**config.mk**
```make
export PLATFORM = sky130hd
export DESIGN_NAME = wildcard_glob_matcher_flat
export DESIGN_NICKNAME = d
export VERILOG_FILES = /design/src/wgm_pkg.sv /design/src/wgm_in_if.sv /design/src/wgm_out_if.sv /design/src/wgm_pattern_store.sv /design/src/wgm_active_set.sv /design/src/wildcard_glob_matcher.sv /design/src/flat_wrapper.sv
export SDC_FILE = /design/constraint.sdc
export NUM_CORES = 1
export LEC_CHECK = 0
export BUFFER_PORTS_ARGS = -buffer_cell sky130_fd_sc_hd__buf_2
export CAP_MARGIN = 20
export CORE_MARGIN = 8
export CORE_UTILIZATION = 42
export DETAILED_ROUTE_END_ITERATION = 7
export HOLD_SLACK_MARGIN = 0.02
export MAX_ROUTING_LAYER = met4
export PLACE_DENSITY = 0.57
export SYNTH_ARGS = -nofsm -noshare
export SYNTH_HDL_FRONTEND = slang
export SYNTH_HIERARCHICAL = 1
export SYNTH_SLANG_ARGS = --single-unit
```
**constraint.sdc**
```tcl
create_clock -name clk -period 9.8 [get_ports clk]
set_input_delay 1.96 -clock clk [delete_from_list [all_inputs] [get_ports clk]]
set_output_delay 1.96 -clock clk [all_outputs]
set_load 0.02 [all_outputs]
```
**src/wgm_pkg.sv**
```systemverilog
// Shared types, constants and helper functions for the wildcard glob matcher.
// Depends on nothing; the store, active-set and top modules import it.
package wgm_pkg;

  localparam int MAX_PATTERN_CHARS = 63;
  localparam int POS_W = MAX_PATTERN_CHARS + 1;
  localparam int LEN_W = $clog2(MAX_PATTERN_CHARS + 1);

  localparam logic [7:0] STAR_CHAR = 8'h2A;
  localparam logic [7:0] ANY_CHAR  = 8'h3F;
  localparam logic [7:0] UPPER_A   = 8'h41;
  localparam logic [7:0] UPPER_Z   = 8'h5A;
  localparam logic [7:0] CASE_GAP  = 8'h20;

  typedef enum logic [1:0] {
    ACT_APPEND = 2'd0,
    ACT_TEXT   = 2'd1,
    ACT_END    = 2'd2,
    ACT_CLEAR  = 2'd3
  } action_t;

  typedef logic [MAX_PATTERN_CHARS-1:0][7:0] pat_bytes_t;

  // Command to the pattern store.
  typedef struct packed {
    logic       append;
    logic       clear;
    logic [7:0] char_value;
  } pat_cmd_t;

  // Pattern summary seen by the active-set logic.
  typedef struct packed {
    logic [POS_W-1:0] star_mask;
    logic [POS_W-1:0] live_mask;
    logic [LEN_W-1:0] len;
  } pat_status_t;

  // Command to the active-set logic.
  typedef struct packed {
    logic       restart;
    logic       consume;
    logic [7:0] char_value;
  } text_cmd_t;

  function automatic logic [7:0] fold_byte(input logic [7:0] c, input logic fold_en);
    logic [7:0] r;
    r = c;
    if (fold_en && c >= UPPER_A && c <= UPPER_Z) begin
      r = c + CASE_GAP;
    end
    return r;
  endfunction

endpackage

```
**src/wgm_in_if.sv**
```systemverilog
// Input channel of the wildcard glob matcher: valid/ready plus one item.
// Depends on nothing.
interface wgm_in_if;
  logic       valid;
  logic       ready;
  logic [1:0] action;
  logic [7:0] char_value;

  modport source (output valid, output action, output char_value, input ready);
  modport sink   (input valid, input action, input char_value, output ready);
endinterface

```
**src/wgm_out_if.sv**
```systemverilog
// Result channel of the wildcard glob matcher: valid/ready plus the match bit.
// Depends on nothing.
interface wgm_out_if;
  logic valid;
  logic ready;
  logic matched;

  modport source (output valid, output matched, input ready);
  modport sink   (input valid, input matched, output ready);
endinterface

```
**src/wgm_pattern_store.sv**
```systemverilog
// Pattern registers of the glob matcher, with length and per-position masks.
// Depends on wgm_pkg.
module wgm_pattern_store
  import wgm_pkg::*;
(
  input  logic        clk,
  input  logic        rst,
  input  pat_cmd_t    cmd,
  output pat_bytes_t  pat,
  output pat_status_t status
);

  logic [LEN_W-1:0] len;
  logic [POS_W-1:0] star_mask;
  logic [POS_W-1:0] live_mask;
  logic             room;

  assign room = len < LEN_W'(MAX_PATTERN_CHARS);

  // Pattern bytes carry no reset; only entries below the length are ever used.
  always_ff @(posedge clk) begin
    if (cmd.append && room) begin
      pat[len] <= cmd.char_value;
    end
  end

  always_ff @(posedge clk) begin
    if (rst) begin
      len       <= '0;
      star_mask <= '0;
      live_mask <= '0;
    end else if (cmd.clear) begin
      len       <= '0;
      star_mask <= '0;
      live_mask <= '0;
    end else if (cmd.append && room) begin
      len            <= len + LEN_W'(1);
      star_mask[len] <= (cmd.char_value == STAR_CHAR);
      live_mask[len] <= 1'b1;
    end
  end

  assign status.star_mask = star_mask;
  assign status.live_mask = live_mask;
  assign status.len       = len;

endmodule

```
**src/wgm_active_set.sv**
```systemverilog
// Bit-parallel set of active pattern positions and the match bit it gives.
// Depends on wgm_pkg.
module wgm_active_set
  import wgm_pkg::*;
(
  input  logic        clk,
  input  logic        rst,
  input  logic        case_fold,
  input  pat_bytes_t  pat,
  input  pat_status_t status,
  input  text_cmd_t   cmd,
  output logic        match_bit
);

  // The register holds the set before star closure; closure is applied on read
  // so that it always uses the current pattern.
  logic [POS_W-1:0]             raw;
  logic [POS_W-1:0]             raw_next;
  logic [POS_W-1:0]             gen;
  logic [POS_W-1:0]             carry_sum;
  logic [POS_W-1:0]             closed;
  logic [MAX_PATTERN_CHARS-1:0] hit;
  logic [7:0]                   text_folded;

  // A run of stars propagates an active bit like a carry: stars propagate,
  // active stars generate.
  assign gen       = raw & status.star_mask;
  assign carry_sum = status.star_mask + gen;
  assign closed    = raw | (carry_sum ^ status.star_mask ^ gen);

  assign text_folded = fold_byte(cmd.char_value, case_fold);

  always_comb begin
    for (int i = 0; i < MAX_PATTERN_CHARS; i++) begin
      hit[i] = (pat[i] == ANY_CHAR) || (fold_byte(pat[i], case_fold) == text_folded);
    end
  end

  always_comb begin
    raw_next = (closed & status.star_mask)
             | {hit & closed[MAX_PATTERN_CHARS-1:0] & status.live_mask[MAX_PATTERN_CHARS-1:0]
                & ~status.star_mask[MAX_PATTERN_CHARS-1:0], 1'b0};
  end

  always_ff @(posedge clk) begin
    if (rst || cmd.restart) begin
      raw <= POS_W'(1);
    end else if (cmd.consume) begin
      raw <= raw_next;
    end
  end

  assign match_bit = closed[status.len];

endmodule

```
**src/wildcard_glob_matcher.sv**
```systemverilog
// The match bit is registered when its end-of-text item leaves the working register.
// Throughput: one item per cycle; the only stall is an end-of-text item held
// in the working register while the result register still waits for a transfer.
// Reset: pattern empty, case folding on, active set at position zero, result
// register empty. No clearing pass; the block takes items right after reset.
module wildcard_glob_matcher
  import wgm_pkg::*;
(
  input  logic      clk,
  input  logic      rst,
  input  logic      cfg_we,
  input  logic      cfg_data,
  wgm_in_if.sink    item,
  wgm_out_if.source result
);

  logic        case_fold;
  logic        stage_valid;
  action_t     stage_action;
  logic [7:0]  stage_char;
  logic        fire;
  logic        result_valid;
  logic        matched;
  logic        match_bit;
  pat_cmd_t    pat_cmd;
  text_cmd_t   text_cmd;
  pat_bytes_t  pat;
  pat_status_t status;

  always_ff @(posedge clk) begin
    if (rst) begin
      case_fold <= 1'b1;
    end else if (cfg_we) begin
      case_fold <= cfg_data;
    end
  end

  // An end-of-text item can only retire when the result register is free or being read.
  assign fire = stage_valid &&
                (stage_action != ACT_END || !result_valid || result.ready);
  assign item.ready = !stage_valid || fire;

  always_ff @(posedge clk) begin
    if (rst) begin
      stage_valid <= 1'b0;
    end else if (item.ready) begin
      stage_valid <= item.valid;
    end
  end

  always_ff @(posedge clk) begin
    if (item.valid && item.ready) begin
      stage_action <= action_t'(item.action);
      stage_char   <= item.char_value;
    end
  end

  always_comb begin
    pat_cmd.append      = 1'b0;
    pat_cmd.clear       = 1'b0;
    pat_cmd.char_value  = stage_char;
    text_cmd.restart    = 1'b0;
    text_cmd.consume    = 1'b0;
    text_cmd.char_value = stage_char;
    if (fire) begin
      case (stage_action)
        ACT_APPEND: begin
          pat_cmd.append   = 1'b1;
          text_cmd.restart = 1'b1;
        end
        ACT_TEXT: begin
          text_cmd.consume = 1'b1;
        end
        ACT_END: begin
          text_cmd.restart = 1'b1;
        end
        ACT_CLEAR: begin
          pat_cmd.clear    = 1'b1;
          text_cmd.restart = 1'b1;
        end
        default: begin
          text_cmd.restart = 1'b1;
        end
      endcase
    end
  end

  wgm_pattern_store u_store (
    .clk    (clk),
    .rst    (rst),
    .cmd    (pat_cmd),
    .pat    (pat),
    .status (status)
  );

  wgm_active_set u_active (
    .clk       (clk),
    .rst       (rst),
    .case_fold (case_fold),
    .pat       (pat),
    .status    (status),
    .cmd       (text_cmd),
    .match_bit (match_bit)
  );

  always_ff @(posedge clk) begin
    if (rst) begin
      result_valid <= 1'b0;
    end else if (fire && stage_action == ACT_END) begin
      result_valid <= 1'b1;
    end else if (result.ready) begin
      result_valid <= 1'b0;
    end
  end

  always_ff @(posedge clk) begin
    if (fire && stage_action == ACT_END) begin
      matched <= match_bit;
    end
  end

  assign result.valid   = result_valid;
  assign result.matched = matched;

endmodule

```
**src/flat_wrapper.sv**
```systemverilog
// flat-port wrapper written by rule: the top's interface ports become plain ports
module wildcard_glob_matcher_flat import wgm_pkg::*;
  (clk, rst, cfg_we, cfg_data, item_valid, item_action, item_char_value, item_ready, result_valid, result_matched, result_ready);
  wgm_in_if item_i ();
  wgm_out_if result_i ();
  input  logic clk;
  input  logic rst;
  input  logic cfg_we;
  input  logic cfg_data;
  input wire logic [$bits(item_i.valid)-1:0] item_valid;
  input wire logic [$bits(item_i.action)-1:0] item_action;
  input wire logic [$bits(item_i.char_value)-1:0] item_char_value;
  output wire logic [$bits(item_i.ready)-1:0] item_ready;
  output wire logic [$bits(result_i.valid)-1:0] result_valid;
  output wire logic [$bits(result_i.matched)-1:0] result_matched;
  input wire logic [$bits(result_i.ready)-1:0] result_ready;
  assign item_i.valid = item_valid;
  assign item_i.action = item_action;
  assign item_i.char_value = item_char_value;
  assign item_ready = item_i.ready;
  assign result_valid = result_i.valid;
  assign result_matched = result_i.matched;
  assign result_i.ready = result_ready;
  wildcard_glob_matcher u_core (.clk(clk), .rst(rst), .cfg_we(cfg_we), .cfg_data(cfg_data), .item(item_i), .result(result_i));
endmodule
```
==> out/qor.yml <==
status: "finished, final reports clean"
crit_path_max_incr_delay_ns: 0.70
grt_pass1_vias: 30431
hold_viol: 0
h-tree-depth: 3
grt_pass1_wl_microns: 185000
clock-root-buffer: "clkbuf_16"
avgSynthCellArea_sq_um: 10.3
grt.overflow.total: 0
grt_max_degree: 91
use_met3_pct: 2.58
crit_chain: "buf_4 > nor3_1 > a2111oi_2 > nand2_1 > o21ai_4 > buf_4 > buf_4 > xnor2_1 > a31oi_1 > or4b_2 > nand2b_1 > a21oi_1 > a311oi_1"
startpoint_type: "register"
critPathBufInv: 3
leakage_nw: 14.0
routed_wirelength_microns: 120000
final-setup-viol-count: 0
p_int_mw: 5.10
antenna_found_initial: 1
swShare_pct: 22.6
drtIter0Drc: 3388
post-cts-setup-buffers: 0
wire_per_inst_microns: 23.1
required_ns: 10.34
postCtsHoldBufs: 0
hpwl_microns: 76400
drc: 0
io_buffers: 18
drt_pre_antenna_iters: 6
fin_nets: 3953
cts_sinks: 715
synth_nets: 3985
viasPerCell: 6.13
clk_path_buf_depth: 3
tightest_slew_ns: 1.16
grt_most_used_layer: "met2"
initial_core_util_pct: 42.4
grt_use_met2_pct: 34.2
rows: 113
hp-class: "register to register"
ios: 19
netlist_area_sq_um: 40200
tns_ns: 0
coreArea_sq_um: 94900
slowest_stage: "buf_4"
drv_slew: 0
drtAntennaViolNets: 0
drive_gt1_share_pct: 6.96
met1_usage_pct: 31.4
area_growth_pct: 9.91
layout_setup_ws_ns: 4.86
ctsResizeCount: 0
synth_warnings: 6
place.gp.congestion: 0.972
cp.arrival_ns: 5.48
cp_max_fo: 44
num_vias: 31920
clk_pin_slew_ns: 0.06
rsz0062_at_grt: "no"
period_share_pct: 50.4
dp_slack_ns: 4.79
min_period_ns: 4.94
cp_common_cell: "buf_4"
crit_type: "register to register"
crit_family: "buffers and inverters"
max_slew_margin_pct: 22.6
clk_latency_ns: 0.64
switching_power_mw: 1.49
cts_buffers: 81
seqPwrFrac_pct: 49.5
cellPowerDensity_nw_per_um2: 149
die_area_sq_um: 106000
irDropWorstVdd_mv: 0.129
drv_cap: 0
synthCells: 3903
die_y_microns: 325
die_w_microns: 325
end_kind: "register"
worst_clock_skew_ns: 0.0167
clock.fmax_mhz: 202
power_frac_clock_pct: 45.5
power.share.combinational_pct: 5.0
cts_tree: "yes"
grt_use_total_pct: 22.5
-- flip-flops by register name (all words and copies together) (netlist names) --
register and flops:
u_core/stage_char 8, u_core/result.valid 1, u_core/stage_action 2, u_core/case_fold 1
u_core/u_store/pat 504, u_core/u_store/star_mask 64, u_core/stage_valid 1, u_core/u_active/raw 64
u_core/u_store/live_mask 63, u_core/u_store/len 6, u_core/result.matched 1
-- through the flow --
step	cells	hold WS, ns	utilization (%)	instance area [sq um]	power [mW]
2_1_floorplan	3903	0.432	-	40200	3.53
3_3_place_gp	5051	0.438	43.8	41500	3.65
3_5_place_dp	5052	0.447	43.8	41500	3.65
4_1_cts	5202	0.461	46.6	44200	6.66
5_1_grt	5203	0.470	46.6	44200	6.80
6_report	5204	0.460	46.6	44200	6.58
-- power groups by stage --
stage          Combinational [mW]  Clock, mW  Sequential (mW)
2_1_floorplan               0.205          0             3.33
3_3_place_gp                0.330          0             3.32
3_5_place_dp                0.332          0             3.32
4_1_cts                     0.333       3.07             3.26
5_1_grt                     0.357       3.18             3.26
6_report                    0.331       3.00             3.26
-- cell usage in the layout (no fill, tap or decap), types with 132 or more instances in the layout --
master    instances
xor2_1          207
o21ai_0         230
xnor2_1         303
dfxtp_1         196
nand2_1         183
nor2_1          237
a21oi_1         257
nand4_1         150
edfxtp_1        515
inv_1           132
-- layer usage --
layer  wire length, microns  up-vias  share of wire (%)
li1                       -    14856                  -
met5                      0        -                  0
met3                   7160      242                6.0
met2                  53500     1107                 44
met1                  56300    15715                 47
met4                   3420        0                2.8
-- final cells by class --
type | instances | area, sq um
clock buffer | 102 | 2200
multi-input combinational | 2868 | 19500
inverter | 135 | 507
timing repair buffer | 70 | 509
antenna | 1 | 2.50
fill | 8734 | 50700
clock inverter | 48 | 433
tap | 1265 | 1580
sequential | 715 | 19500
-- final timing paths --
check,from,to,slack [ns],cells after the start
worst max-delay path,u_core/stage_char[0]$_DFFE_PP_,u_core/u_active/raw[34]$_SDFFE_PP0P_,4.86,13
worst min-delay path,u_core/u_store/live_mask[17]$_SDFFE_PP0P_,u_core/u_store/live_mask[17]$_SDFFE_PP0P_,0.46,1
worst max register to register,u_core/stage_char[0]$_DFFE_PP_,u_core/u_active/raw[34]$_SDFFE_PP0P_,4.86,13
worst min register to register,u_core/u_store/live_mask[17]$_SDFFE_PP0P_,u_core/u_store/live_mask[17]$_SDFFE_PP0P_,0.46,1
Note: power is estimated with default switching activity, not from simulation.
